File: src/hdl/rgbls_pkg.sv
package rgbls_pkg;

  localparam int MATRIX_ROWS    = 8;
  localparam int MATRIX_COLUMNS = 8;
  localparam int STORE_DEPTH    = MATRIX_ROWS * MATRIX_COLUMNS;
  localparam int ADDR_W         = $clog2(STORE_DEPTH);
  localparam int ROW_W          = $clog2(MATRIX_ROWS);
  localparam int COL_W          = $clog2(MATRIX_COLUMNS);
  localparam int WORD_BITS      = 24;
  localparam int POS_W          = 5;

  // request kinds
  localparam logic REQ_WRITE = 1'b0;
  localparam logic REQ_TICK  = 1'b1;

  // colour codes
  localparam logic [2:0] COLOR_OFF   = 3'd0;
  localparam logic [2:0] COLOR_RED   = 3'd1;
  localparam logic [2:0] COLOR_GREEN = 3'd2;
  localparam logic [2:0] COLOR_BLUE  = 3'd3;
  localparam logic [2:0] COLOR_RG    = 3'd4;
  localparam logic [2:0] COLOR_GB    = 3'd5;
  localparam logic [2:0] COLOR_BR    = 3'd6;
  localparam logic [2:0] COLOR_ALL   = 3'd7;

  localparam logic [2:0] COLOR_RESET = COLOR_GB;

  localparam logic [WORD_BITS-1:0] RED_MASK [MATRIX_COLUMNS] = '{
    24'h000001, 24'h040000, 24'h000008, 24'h200000,
    24'h000040, 24'h010000, 24'h000200, 24'h002000
  };
  localparam logic [WORD_BITS-1:0] GREEN_MASK [MATRIX_COLUMNS] = '{
    24'h800000, 24'h000004, 24'h100000, 24'h000020,
    24'h000080, 24'h008000, 24'h000400, 24'h004000
  };
  localparam logic [WORD_BITS-1:0] BLUE_MASK [MATRIX_COLUMNS] = '{
    24'h000002, 24'h080000, 24'h000010, 24'h400000,
    24'h020000, 24'h000100, 24'h001000, 24'h000800
  };

  // datapath commands from the controller
  typedef struct packed {
    logic             wr_en;
    logic             row_adv;
    logic             rd_en;
    logic [COL_W-1:0] rd_col;
    logic             acc_en;
    logic             shift_en;
  } dp_cmd_t;

  // column contribution of one pixel
  function automatic logic [WORD_BITS-1:0] col_mask(input logic [COL_W-1:0] col,
                                                    input logic [2:0]       color);
    logic r;
    logic g;
    logic b;
    r = 1'b0;
    g = 1'b0;
    b = 1'b0;
    unique case (color) inside
      COLOR_OFF:                                    ;
      COLOR_RED:                                    r = 1'b1;
      COLOR_GREEN:                                  g = 1'b1;
      COLOR_BLUE:                                   b = 1'b1;
      COLOR_RG:                                     begin r = 1'b1; g = 1'b1; end
      COLOR_GB:                                     begin g = 1'b1; b = 1'b1; end
      COLOR_BR:                                     begin b = 1'b1; r = 1'b1; end
      COLOR_ALL:                                    begin r = 1'b1; g = 1'b1; b = 1'b1; end
      default:                                      ;
    endcase
    return ({WORD_BITS{r}} & RED_MASK[col]) |
           ({WORD_BITS{g}} & GREEN_MASK[col]) |
           ({WORD_BITS{b}} & BLUE_MASK[col]);
  endfunction

endpackage

File: src/hdl/rgbls_dp.sv
module rgbls_dp
  import rgbls_pkg::*;
(
  input  logic                 clk,
  input  logic                 rst_n,
  input  dp_cmd_t              cmd,
  input  logic [ADDR_W-1:0]    wr_addr,
  input  logic [2:0]           wr_color,
  output logic                 serial_bit,
  output logic [MATRIX_ROWS-1:0] row_select
);

  logic [2:0]           mem_r [STORE_DEPTH];
  logic [STORE_DEPTH-1:0] valid_r;
  logic [ROW_W-1:0]     row_r;
  logic [ADDR_W-1:0]    rd_addr;
  logic [2:0]           rd_data_r;
  logic                 rd_valid_r;
  logic [COL_W-1:0]     rd_col_r;
  logic [2:0]           pix_color;
  logic [WORD_BITS-1:0] word_r;
  logic [WORD_BITS-1:0] word_nxt;

  assign rd_addr = {row_r, cmd.rd_col};

  // frame store, no reset on the array itself
  always_ff @(posedge clk) begin
    if (cmd.wr_en) begin
      mem_r[wr_addr] <= wr_color;
    end
    if (cmd.rd_en) begin
      rd_data_r <= mem_r[rd_addr];
      rd_col_r  <= cmd.rd_col;
    end
  end

  // written marks; unwritten entries read as the reset colour
  always_ff @(posedge clk) begin
    if (!rst_n) begin
      valid_r    <= '0;
      rd_valid_r <= 1'b0;
    end else begin
      if (cmd.wr_en) begin
        valid_r[wr_addr] <= 1'b1;
      end
      if (cmd.rd_en) begin
        rd_valid_r <= valid_r[rd_addr];
      end
    end
  end

  always_ff @(posedge clk) begin
    if (!rst_n) begin
      row_r <= '0;
    end else if (cmd.row_adv) begin
      row_r <= row_r + ROW_W'(1);
    end
  end

  assign pix_color = rd_valid_r ? rd_data_r : COLOR_RESET;

  always_comb begin
    word_nxt = word_r;
    if (cmd.row_adv) begin
      word_nxt = '0;
    end else if (cmd.acc_en) begin
      word_nxt = word_r | col_mask(rd_col_r, pix_color);
    end else if (cmd.shift_en) begin
      word_nxt = word_r >> 1;
    end
  end

  always_ff @(posedge clk) begin
    word_r <= word_nxt;
  end

  assign serial_bit = word_r[0];

  always_comb begin
    row_select        = '0;
    row_select[row_r] = 1'b1;
  end

endmodule

File: src/hdl/rgbls_ctrl.sv
module rgbls_ctrl
  import rgbls_pkg::*;
(
  input  logic             clk,
  input  logic             rst_n,
  input  logic             start,
  input  logic             req_type,
  output logic             busy,
  output dp_cmd_t          cmd,
  output logic             out_valid,
  output logic [POS_W-1:0] bit_position,
  output logic             latch_now
);

  typedef enum logic [2:0] {
    S_IDLE  = 3'b001,
    S_READ  = 3'b010,
    S_SHIFT = 3'b100
  } state_t;

  localparam logic [POS_W-1:0] READ_LAST  = POS_W'(MATRIX_COLUMNS);
  localparam logic [POS_W-1:0] SHIFT_LAST = POS_W'(WORD_BITS - 1);

  state_t           state_r;
  state_t           state_nxt;
  logic [POS_W-1:0] cnt_r;
  logic [POS_W-1:0] cnt_nxt;

  assign busy = (state_r != S_IDLE);

  always_comb begin
    state_nxt    = state_r;
    cnt_nxt      = cnt_r;
    cmd          = '0;
    out_valid    = 1'b0;
    latch_now    = 1'b0;
    bit_position = cnt_r;
    unique case (state_r)
      S_IDLE: begin
        cmd.wr_en = start && (req_type == REQ_WRITE);
        if (start && (req_type == REQ_TICK)) begin
          cmd.row_adv = 1'b1;
          cnt_nxt     = '0;
          state_nxt   = S_READ;
        end
      end
      S_READ: begin
        // issue column reads, fold in the previous one
        cmd.rd_en  = (cnt_r < READ_LAST);
        cmd.rd_col = cnt_r[COL_W-1:0];
        cmd.acc_en = (cnt_r != '0);
        if (cnt_r == READ_LAST) begin
          cnt_nxt   = '0;
          state_nxt = S_SHIFT;
        end else begin
          cnt_nxt = cnt_r + POS_W'(1);
        end
      end
      S_SHIFT: begin
        out_valid    = 1'b1;
        cmd.shift_en = 1'b1;
        latch_now    = (cnt_r == SHIFT_LAST);
        if (cnt_r == SHIFT_LAST) begin
          state_nxt = S_IDLE;
        end else begin
          cnt_nxt = cnt_r + POS_W'(1);
        end
      end
      default: begin
        state_nxt = S_IDLE;
      end
    endcase
  end

  always_ff @(posedge clk) begin
    if (!rst_n) begin
      state_r <= S_IDLE;
      cnt_r   <= '0;
    end else begin
      state_r <= state_nxt;
      cnt_r   <= cnt_nxt;
    end
  end

endmodule

File: src/hdl/rgb_led_matrix_row_scanner.sv
// RGB LED matrix row scanner. A beat on the input side is taken at a clock edge with start
// high and busy low. A pixel write (in_req_type 0) lands in the 64-entry frame store at that
// edge; busy stays low, so writes go back to back at one per cycle. A scan tick
// (in_req_type 1) advances the row and raises busy: a gather phase reads the row's 8 pixels
// from the frame store (one read a cycle through its single registered read port), then the
// 24-bit column word goes out bit 0 first, one beat per cycle, each marked by out_valid. The
// receiver cannot stall: every beat shows for exactly one cycle. The next input beat can be
// taken in the cycle after the latch bit. out_row_select is the one-hot of the row just
// scanned; out_latch_now marks bit 23. The first tick after reset scans row 1. Every pixel
// reads as green+blue until written; no clearing pass is needed.
module rgb_led_matrix_row_scanner
  import rgbls_pkg::*;
(
  input  logic                   clk,
  input  logic                   rst_n,
  // input channel
  input  logic                   start,
  output logic                   busy,
  input  logic                   in_req_type,
  input  logic [ADDR_W-1:0]      in_pixel_index,
  input  logic [2:0]             in_pixel_color,
  // result channel
  output logic                   out_valid,
  output logic                   out_serial_bit,
  output logic [POS_W-1:0]       out_bit_position,
  output logic [MATRIX_ROWS-1:0] out_row_select,
  output logic                   out_latch_now
);

  dp_cmd_t cmd;

  // sequencing: idle / gather / shift out
  rgbls_ctrl u_ctrl (
    .clk          (clk),
    .rst_n        (rst_n),
    .start        (start),
    .req_type     (in_req_type),
    .busy         (busy),
    .cmd          (cmd),
    .out_valid    (out_valid),
    .bit_position (out_bit_position),
    .latch_now    (out_latch_now)
  );

  // frame store, row counter and column word shifter
  rgbls_dp u_dp (
    .clk        (clk),
    .rst_n      (rst_n),
    .cmd        (cmd),
    .wr_addr    (in_pixel_index),
    .wr_color   (in_pixel_color),
    .serial_bit (out_serial_bit),
    .row_select (out_row_select)
  );

  // a result beat only ever appears while a tick is in flight
  a_valid_busy: assert property (@(posedge clk) disable iff (!rst_n)
    out_valid |-> busy)
    else $error("result beat while idle");

  // the latch bit closes the tick
  a_latch_ends: assert property (@(posedge clk) disable iff (!rst_n)
    (out_valid && out_latch_now) |=> !busy && !out_valid)
    else $error("tick did not finish after latch bit");

  // an accepted tick gathers pixels before any bit goes out
  a_tick_gather: assert property (@(posedge clk) disable iff (!rst_n)
    (start && !busy && in_req_type) |=> busy && !out_valid)
    else $error("tick not started correctly");

  // the row drive is one-hot on every beat
  a_row_onehot: assert property (@(posedge clk) disable iff (!rst_n)
    out_valid |-> $onehot(out_row_select))
    else $error("row select not one-hot");

  // bits come in order
  a_bit_order: assert property (@(posedge clk) disable iff (!rst_n)
    (out_valid && !out_latch_now) |=> out_valid &&
      (out_bit_position == $past(out_bit_position) + 5'd1))
    else $error("bit position out of order");

endmodule
File: config.mk
export PLATFORM = sky130hd
export DESIGN_NAME = rgb_led_matrix_row_scanner
export DESIGN_NICKNAME = d
export VERILOG_FILES = /design/src/hdl/rgbls_pkg.sv /design/src/hdl/rgbls_dp.sv /design/src/hdl/rgbls_ctrl.sv /design/src/hdl/rgb_led_matrix_row_scanner.sv
export SDC_FILE = /design/constraint.sdc
export NUM_CORES = 1
export LEC_CHECK = 0
export BUFFER_PORTS_ARGS = -buffer_cell sky130_fd_sc_hd__buf_4
export CORE_UTILIZATION = 64
export DETAILED_ROUTE_END_ITERATION = 10
export PLACE_DENSITY = 0.86
export SLEW_MARGIN = 5
export SYNTH_ARGS = -nofsm -noshare
export SYNTH_HDL_FRONTEND = slang
export SYNTH_SLANG_ARGS = --single-unit
File: constraint.sdc
create_clock -name clk -period 4.9 [get_ports clk]
set_clock_uncertainty 0.05 [all_clocks]
set_input_delay 0.735 -clock clk [delete_from_list [all_inputs] [get_ports clk]]
set_output_delay 0.735 -clock clk [all_outputs]
set_load 0.01 [all_outputs]
# Word-level counts from Yosys, hierarchy flattened

Memory sizes are Yosys's and may differ from the RTL's. A register that Yosys moved wholly into a read port is not among the register bits.
Cells that the tools add are included.

Divide/modulo/power cells: 0
$lt $le $gt $ge: 7
Muxes and demuxes: 39
Bitwise gates (word level): 9
Add/subtract/negate cells: 2
Eq/ne operators: 17
Reduce and logical (&&, ||, !) cells: 12
Multiply operators: 0
Shifts and indexed selects: 0

Operators by type and width:

| operator            | count |
|---|---|
| $mux 24             | 8 |
| $and 24x24->24      | 3 |
| $or 24x24->24       | 3 |
| $or 64x64->64       | 1 |
| $mux 5              | 4 |
| $mux 1              | 17 |
| $eq 3x3->1 const B  | 5 |
| $pmux 5 s3          | 1 |
| $lt 6x7->1 const B  | 2 |
| $mux 3              | 4 |
| $reduce_or 4->1     | 3 |
| $eq 3x2->1 const B  | 3 |
| $pmux 3 s3          | 1 |
| $bmux 1 s6          | 1 |
| $demux 1 s6         | 1 |
| $eq 3x1->1 const B  | 2 |
| $ge 6x1->1 const B  | 1 |
| $ne 2x1->1 const B  | 3 |
| $reduce_and 3->1    | 2 |
| $add 5x1->5 const B | 1 |
| $eq 5x4->1 const B  | 1 |
| $eq 5x5->1 const B  | 1 |
| $lt 5x4->1 const B  | 1 |
| $reduce_bool 5->1   | 1 |
| other kinds (13)    | 16 |

Memories kept: 4
Memory bits (writable): 192
Output and inout bits: 17
Latch bits: 0
Register bits after elaboration: 103
Bits of input ports: 13
Word-level logic and storage cells: 97
Bits in read-only memories: 576

Memory list:

| memory           | depth | width | read ports | clocked after Yosys merged registers in | wr ports | line            | text |
|---|---|---|---|---|---|---|---|
| (name not given) | 8     | 24    | 1          | 0                                       | 0        | rgbls_pkg.sv:73 | `({WORD_BITS{b}} & BLUE_MASK[col]);` |
| (name not given) | 8     | 24    | 1          | 0                                       | 0        | rgbls_pkg.sv:72 | `({WORD_BITS{g}} & GREEN_MASK[col]) \|` |
| (name not given) | 8     | 24    | 1          | 0                                       | 0        | rgbls_pkg.sv:71 | `return ({WORD_BITS{r}} & RED_MASK[col]) \|` |
| u_dp.mem_r       | 64    | 3     | 1          | 1                                       | 1        | rgbls_dp.sv:13  | `logic [2:0] mem_r [STORE_DEPTH];` |

# Logic depth before layout (Yosys ltp)

Gate-level depths: netlist (run 1).

Depth in word-level cells: 11
Mapped depth: 11
Depth with buffers taken out: 8

# Hierarchy

Synthesis (run 1) repeated with hierarchy kept, for this count alone.

Cell total of the unflattened synthesis: 811
Area total of the unflattened synthesis: 12,099.1 um^2

By module, submodules not included:

| module     | cells each | sequential area each (um^2) | area each (um^2) | instances |
|---|---|---|---|---|
| rgbls_dp   | 744        | 7,787.5                     | 11,562.3         | 1 |
| rgbls_ctrl | 67         | 160.2                       | 536.8            | 1 |

# Worst setup path before layout (run 1)

OpenSTA, ideal clock, no wires.

Path kind: reg-to-reg
From: register u_ctrl.cnt_r[0], in the netlist u_ctrl.bit_position[0]
To: register u_dp.rd_data_r[1], read port of u_dp.mem_r, data pin
Arrival time: 2.110 ns
Setup slack: 2.468 ns
Clock period less this slack: 2.432 ns
Buffers on the path: 3
Library setup time: 0.272 ns
Stages on the path, launching flop included: 9
Required time: 4.578 ns
Path through: dfxtp_1 -> buf_2 -> buf_1 -> clkbuf_1 -> mux2i_1 -> nand2_1 -> a31oi_1 -> o22ai_1 -> or4_1

Cells in the longest elaborated chain, start to end: 2

Ends and longest elaborated chain:

| item                   | line             | text |
|---|---|---|
| start, declared        | rgbls_ctrl.sv:26 | `logic [POS_W-1:0] cnt_r;` |
| start signal, assigned | rgbls_ctrl.sv:81 | `cnt_r <= cnt_nxt;` |
| $lt 5x4->1             | rgbls_ctrl.sv:49 | `cmd.rd_en = (cnt_r < READ_LAST);` |
| $mux 5 (*)             | rgbls_ctrl.sv:38 | `unique case (state_r)` |
| end, declared          | rgbls_dp.sv:17   | `logic [2:0] rd_data_r;` |

Mark *: on every way between the ends. The rest lies on a longest branch, timed or not.
A chain may end at the register's enable or synchronous reset.

# Final worst setup path (run 1)

From: register u_ctrl.cnt_r[1], in the netlist u_ctrl.bit_position[1]
To: register u_dp.rd_data_r[1], read port of u_dp.mem_r, data pin

The elaborated chain is that of the path after synthesis.

==> impl_results.md, run 1 <==
* Root Driver: clkbuf_16
* Fin Setup TNS at 0 ns
* Max VDD drop at 0.377 mV
* Worst slew pin tran at 0.994 ns
* Area contributors post-synth: edfxtp_1 (47%), dfxtp_1 (16%), mux2i_1 (4.2%)
* Highest Clock Rate at 270 MHz
* Reg2Reg Depth at 6
* Final setup fails at 0
* Finished Layout Cells at 1347
* FF-to-FF End: u_dp.rd_data_r[1]$_DFFE_PP_
* Post-Synthesis Net Count at 1084
* DRC Markers at 0
* R2r setup slk at 1.20 ns
* Initial antenna violation count at 0
* Synth Area in Simple Gates at 14.8%
* Die span in y at 142 µm
* RSZ-0062 raised after global routing: no
* Nets at 1080
* I/O pins at 30
* Multiplexer share of the synthesized area at 4.96%
* Crit path max fanout at 38
* Area share of the largest cell type after synthesis at 47.4%
* Synth Cell Area at 12500 µm²
* Largest family of logic cells by synthesized area: simple AND/OR/NAND/NOR gates
* Seq/Total Area, Yosys at 63.4%
* Hold Crit Depth at 2
* Pwr Density at 389 nW/µm²
* Final critical-path share of the clock period at 75.5%
* Wire length per cell at 22.1 µm
* Crit end category: flop
* Clock sink count at 298
* GRT Total Usage at 30.5%
* Top cell type by total area after synthesis: edfxtp_1
* Leakage power at 4.73 nW
* Hold Path Sink: u_dp.word_r[1]$_SDFFE_PP0P_
* Largest net degree at the start of global routing at 74
* Outcome: complete, no violations
* Maximum clock path buffer count at 3
* Synth warn at 0
* Placed Cells at 1293
* Hpwl dp at 18200 µm
* Post-Synth XOR/XNOR Area at 0.559%
* Fin Hold WS at 0.402 ns
* # diodes at 0
* Number of synthesized flops with an enable pin at 198
* Setup crit start kind: flop
* Count leader, synth: edfxtp_1
* Fillers at 1262
* First drt pass iteration count at 5
* Area Growth Syn to Fin at 9.87%
* Detail Route Antenna Nets at 0
* Layout Utilization at 72.6%
* Die area at 20100 µm²
* Compound-Gate Fraction of Synth Area at 12.8%
* Final Hold Fails at 0
* Adder-cell share of the synthesized area at 0.299%
* #FFs+latches synth at 298
* Max Cap Viol at 0
* Via density at 6.53
* Cts bufs inserted at 29
* Starting Density at 66.1%
* Number of port buffers at 29
* Fin. max-slew vios at 0
* Commonest cells post-synth: edfxtp_1 (198), nor2_1 (116), nand2_1 (108)
* Final Critical Period at 3.70 ns
* Worst-path clk slew at 0.07 ns
* Post-synth top flop: edfxtp_1
* Initial drt markers at 928
* First-pass GRT wire length at 46200 µm
* Share of post-route cells with drive strength above 1 at 9.94%
* Post-CTS Setup Bufs at 0
* Vias post-DR at 8797
* Min-Delay Path Class: flop to flop
* Row count at 50
* Resized cells post-CTS at 0
* Origin of the critical flop-to-flop path: u_ctrl.bit_position[1]$_SDFFE_PN0P_
* Number of distinct library cells after synthesis at 65
* Vias in the first global route at 8432
* Worst skew pair latency at 0.56 ns
* FFs w/ async S/R, synth at 0%
* RePlAce Congestion at 0.861
* CORE AREA at 19000 µm²
* H-tree depth at 1
* Hold wc startpoint: u_dp.word_r[2]$_SDFFE_PP0P_
* Final wirelength at 29800 µm
* Synthesized area per cell at 11.7 µm²
* Synth Instances at 1068
* Grt ovf at 0
* WS Path Type: flop to flop
* Die Span X at 142 µm
* CTS tree: yes
* Max_slew headroom at 33.2%
* Post-CTS Hold Fix Bufs at 0
* Critical path data arrival time at 3.95 ns
* Required @ worst endpoint at 5.15 ns
==> critical path, cell delays in order (launching register included) <==
cell       delay (ns)
dfxtp_1          0.84
nand4bb_4        0.66
inv_2            0.73
nand2_1          0.11
a311oi_1         0.37
a311oi_1         0.10
or4_1            0.55
==> flip-flops by register name, summed over array words and instances, names as in the netlist <==
| register | cells |
|---|---|
| u_dp.word_r | 24 |
| u_ctrl.bit_position | 5 |
| u_dp.mem_r | 192 |
| u_dp.row_r | 3 |
| u_dp.valid_r | 64 |
| u_dp.rd_valid_r | 1 |
| u_ctrl.state_r | 3 |
| u_dp.rd_col_r | 3 |
| u_dp.rd_data_r | 3 |
==> kinds of logic after synthesis <==
| logic type | count (synthesis) |
|---|---|
| adders and majority gates | 3 |
| buffers and inverters | 87 |
| and+or+nand+nor | 390 |
| xor gates and xnor gates | 8 |
| DFF | 298 |
| AOI/OAI and AO/OA | 221 |
| muxes | 61 |
==> cell type report <==
class                           instances  area (µm²)  share of cell area [%]
Tap cell                              260         325                    2.36
Inverter                               15        56.3                   0.409
Clock buffer                           44         832                    6.04
Sequential cell                       298        7950                    57.7
Timing Repair Buffer                   37         290                    2.11
Clock inverter                         10        85.1                   0.618
Multi-Input combinational cell        683        4230                    30.7
==> through the flow <==
stage	power (mW)	setup slack, ns	cell area [µm²]
after floorplan	3.10	2.47	12500
after global placement	3.24	1.48	12900
after detailed placement	3.25	1.33	12900
after CTS	5.36	1.29	13800
after global routing	5.50	1.10	13800
final	5.35	1.20	13800
==> power breakdown <==
| group | internal (mW) | leakage (nW) | switching [mW] | total, mW |
|---|---|---|---|---|
| combinational | 0.145 | 1.70 | 0.250 | 0.396 |
| sequential | 2.73 | 2.59 | 0.0815 | 2.81 |
| clock | 1.22 | 0.443 | 0.922 | 2.15 |
| total | 4.10 | 4.73 | 1.25 | 5.35 |
==> cells in the final DEF (no fill, tap or decap), types with 6 or more instances in the layout <==
cell type  synthesis  routed
o21a_1            65      65
clkbuf_16          0      29
dfxtp_1          100      99
a311oi_1          12      12
nand2_1          108     108
a21oi_1           10      10
mux2_2             8       8
buf_4              0      36
nand2b_1           7       7
clkbuf_1          35      10
o21ai_0           17      17
nor2_1           116     115
inv_1             11      11
mux2i_1           52      52
nand3_1           37      37
nor3_1            36      36
a211oi_1          62      62
nand3b_1           6       6
nor2b_1           30      30
edfxtp_1         198     198
xnor2_1            7       7
and2_1            13      13
a31oi_1           23      23
==> worst max-delay path by stage <==
| stage | startpoint | end | slack (ns) |
|---|---|---|---|
| floorplan | u_ctrl.bit_position[0]$_SDFFE_PN0P_ | u_dp.rd_data_r[1]$_DFFE_PP_ | 2.47 |
| global route | u_ctrl.bit_position[1]$_SDFFE_PN0P_ | u_dp.rd_data_r[1]$_DFFE_PP_ | 1.10 |
| finish | u_ctrl.bit_position[1]$_SDFFE_PN0P_ | u_dp.rd_data_r[1]$_DFFE_PP_ | 1.20 |
| detailed placement | u_ctrl.bit_position[1]$_SDFFE_PN0P_ | u_dp.rd_data_r[1]$_DFFE_PP_ | 1.33 |
| CTS | u_ctrl.bit_position[1]$_SDFFE_PN0P_ | u_dp.rd_data_r[1]$_DFFE_PP_ | 1.29 |
| global placement | u_ctrl.bit_position[1]$_SDFFE_PN0P_ | u_dp.rd_data_r[1]$_DFFE_PP_ | 1.48 |
==> per-layer routing <==
layer | global-route usage (%) | vias to the layer above | part of all wire (%)
li1 | - | 3934 | -
met4 | 13.6 | 0 | 4.4
met3 | 5.32 | 106 | 9.5
met5 | 0 | - | 0
met2 | 49.5 | 447 | 47
met1 | 40.7 | 4310 | 39
Note: power is estimated with default switching activity, not from simulation.
==> run 2: changes to the inputs <==
--- a/config.mk
+++ b/config.mk
@@ -6,9 +6,9 @@
 export NUM_CORES = 1
 export LEC_CHECK = 0
 export BUFFER_PORTS_ARGS = -buffer_cell sky130_fd_sc_hd__buf_4
-export CORE_UTILIZATION = 64
+export CORE_UTILIZATION = 62
 export DETAILED_ROUTE_END_ITERATION = 10
-export PLACE_DENSITY = 0.86
+export PLACE_DENSITY = 0.84
 export SLEW_MARGIN = 5
 export SYNTH_ARGS = -nofsm -noshare
 export SYNTH_HDL_FRONTEND = slang
==> constraint.sdc (replaced) <==
create_clock -name clk -period 3.6 [get_ports clk]
set_clock_uncertainty 0.05 [all_clocks]
set_input_delay 0.54 -clock clk [delete_from_list [all_inputs] [get_ports clk]]
set_output_delay 0.54 -clock clk [all_outputs]
set_load 0.01 [all_outputs]
==> run 2 against run 1 <==
Sequential share of layout area is 0.66 points lower. First-iteration DRC count increased by 0.97%. Core utilization shrank 1.8 points. Non-clock buffer count increased by 12. Critical path type unchanged. Critical endpoint unchanged. Highest routed layer is now met5.
==> impl_results.md, run 2 (synthesis gave the netlist of run 1 again) <==
* GRT Total Usage at 30.2% (was 30.5%)
* Nets at 1092 (was 1080)
* Max VDD drop at 0.434 mV (was 0.377 mV)
* Crit end category: flop (unchanged)
* Fin Setup TNS at 0 ns (unchanged)
* Commonest non-fill, non-tap cell in the layout: edfxtp_1 (unchanged)
* Largest net degree at the start of global routing at 65 (was 74)
* Cts bufs inserted at 29 (unchanged)
* Final Critical Period at 3.11 ns (was 3.70 ns)
* Slowest CP cell: dfxtp_1 (unchanged)
* # diodes at 0 (unchanged)
* Resized cells post-CTS at 0 (unchanged)
* Row count at 51 (was 50)
* Vias in the first global route at 8468 (was 8432)
* Critical path data arrival time at 3.34 ns (was 3.95 ns)
* Final Hold Fails at 0 (unchanged)
* Via density at 6.50 (was 6.53)
* Min-Delay Path Class: input port to flop (was flop to flop)
* Detail Route Antenna Nets at 0 (unchanged)
* Die span in y at 144 µm (was 142 µm)
* Placed Cells at 1310 (was 1293)
* Setup crit start kind: flop (unchanged)
* Root Driver: clkbuf_16 (unchanged)
* Initial drt markers at 937 (was 928)
* Leading registers by flop count: u_dp.mem_r x192, u_dp.valid_r x64, u_dp.word_r x24 (unchanged)
* Initial antenna violation count at 1 (was 0)
* Starting Density at 63.8% (was 66.1%)
* RePlAce Congestion at 0.935 (was 0.861)
* Area of the multi-input gates at 4230 µm² (unchanged)
* I/O pins at 30 (unchanged)
* CP delay by family, top: simple AND/OR/NAND/NOR gates (unchanged)
* Number of port buffers at 29 (unchanged)
* Die area at 20800 µm² (was 20100 µm²)
* Number of flip-flops in the largest register at 192 (unchanged)
* WP buf/inv at 0 (was 1)
* Total power at 7.47 mW (was 5.35 mW)
* Wire length per cell at 22.3 µm (was 22.1 µm)
* Highest Clock Rate at 321 MHz (was 270 MHz)
* Most frequent cells in the layout: edfxtp_1 (198), nor2_1 (115), nand2_1 (108) (unchanged)
* Post-CTS Hold Fix Bufs at 0 (unchanged)
* Pwr Density at 536 nW/µm² (was 389 nW/µm²)
* Most frequent CP cell: a211oi_1 (was a311oi_1)
* Grt ovf at 0 (unchanged)
* First drt pass iteration count at 5 (unchanged)
* Clock sink count at 298 (unchanged)
* RSZ-0062 raised after global routing: no (unchanged)
* Worst-path clk slew at 0.06 ns (was 0.07 ns)
* Crit path max fanout at 28 (was 38)
* Final critical-path share of the clock period at 86.5% (was 75.5%)
* Maximum clock path buffer count at 3 (unchanged)
* Final setup fails at 0 (unchanged)
* Finished Layout Cells at 1364 (was 1347)
* Fin Hold WS at 0.267 ns (was 0.402 ns)
* Final wirelength at 30400 µm (was 29800 µm)
* Vias post-DR at 8870 (was 8797)
* Fillers at 1340 (was 1262)
* Area Growth Syn to Fin at 11.2% (was 9.87%)
* Sequential Area at 7950 µm² (unchanged)
* Worst-path cell chain: nand4bb_4 > a211oi_1 > a211oi_1 > nor4_1 > o21ai_1 > or4_1 (was nand4bb_4 > inv_2 > nand2_1 > a311oi_1 > a311oi_1 > or4_1)
* Share of post-route cells with drive strength above 1 at 11.1% (was 9.94%)
* Worst skew pair latency at 0.55 ns (was 0.56 ns)
* CTS tree: yes (unchanged)
* DRC Markers at 0 (unchanged)
* Largest register by flop count: u_dp.mem_r (unchanged)
* Max_slew headroom at 46.0% (was 33.2%)
* Fin. max-slew vios at 0 (unchanged)
* WS Path Type: flop to flop (unchanged)
* Required @ worst endpoint at 3.82 ns (was 5.15 ns)
* CORE AREA at 19700 µm² (was 19000 µm²)
* Die Span X at 144 µm (was 142 µm)
* Outcome: complete, no violations (unchanged)
* Post-CTS Setup Bufs at 0 (unchanged)
* Hpwl dp at 18700 µm (was 18200 µm)
* Max Cap Viol at 0 (unchanged)
* CP max stage delay at 0.58 ns (was 0.84 ns)
* Worst slew pin tran at 0.808 ns (was 0.994 ns)
* Leakage power at 4.82 nW (was 4.73 nW)
* H-tree depth at 1 (unchanged)
* First-pass GRT wire length at 46900 µm (was 46200 µm)
run 2: changes by cell type in the layout (fill, tap and decap cells not counted), sizes merged:
cell	previous run	this run
buf	37	49
bufinv	1	4
clkbuf	44	39
clkinv	6	8
run 2: final timing paths:
check | startpoint | to | slack (ns) | depth (start not counted)
setup / recovery | u_ctrl.state_r[1]$_SDFFE_PN0P_ | u_dp.rd_data_r[1]$_DFFE_PP_ | 0.49 | 6
setup reg to reg | u_ctrl.state_r[1]$_SDFFE_PN0P_ | u_dp.rd_data_r[1]$_DFFE_PP_ | 0.49 | 6
hold / removal | rst_n | u_ctrl.state_r[0]$_SDFFE_PN1P_ | 0.27 | 2
hold reg to reg | u_dp.valid_r[6]$_SDFFE_PN0P_ | u_dp.valid_r[6]$_SDFFE_PN0P_ | 0.41 | 1
run 2: layout make-up:
cell class,instances,share of cell area [%]
multi-input cells,683,30.4
clock buffers,39,5.62
clock inverters,15,1.33
inverters,15,0.404
well taps,265,2.38
repair buffers,49,2.82
flip-flops and latches,298,57.1
run 2: layer usage:
layer / global-route usage, % / share of wire [%]
met1: 39.7 / 40
met2: 48.0 / 46
met3: 7.28 / 10
met4: 13.4 / 4.3
met5: 0 / 0.036
run 2: power breakdown:
part / internal [mW] / switching (mW) / total [mW]
clock network: 1.82 / 1.26 / 3.08
registers: 3.72 / 0.0933 / 3.81
logic: 0.211 / 0.370 / 0.581
total: 5.74 / 1.73 / 7.47
run 2: metrics by stage:
stage	area [µm²]	worst slack [ns]	util [%]
4_1_cts	13900	0.565	70.9
3_3_place_gp	13000	0.729	66.0
5_1_grt	13900	0.409	70.9
6_report	13900	0.485	70.9
2_1_floorplan	12500	1.17	-
3_5_place_dp	13000	0.649	66.0
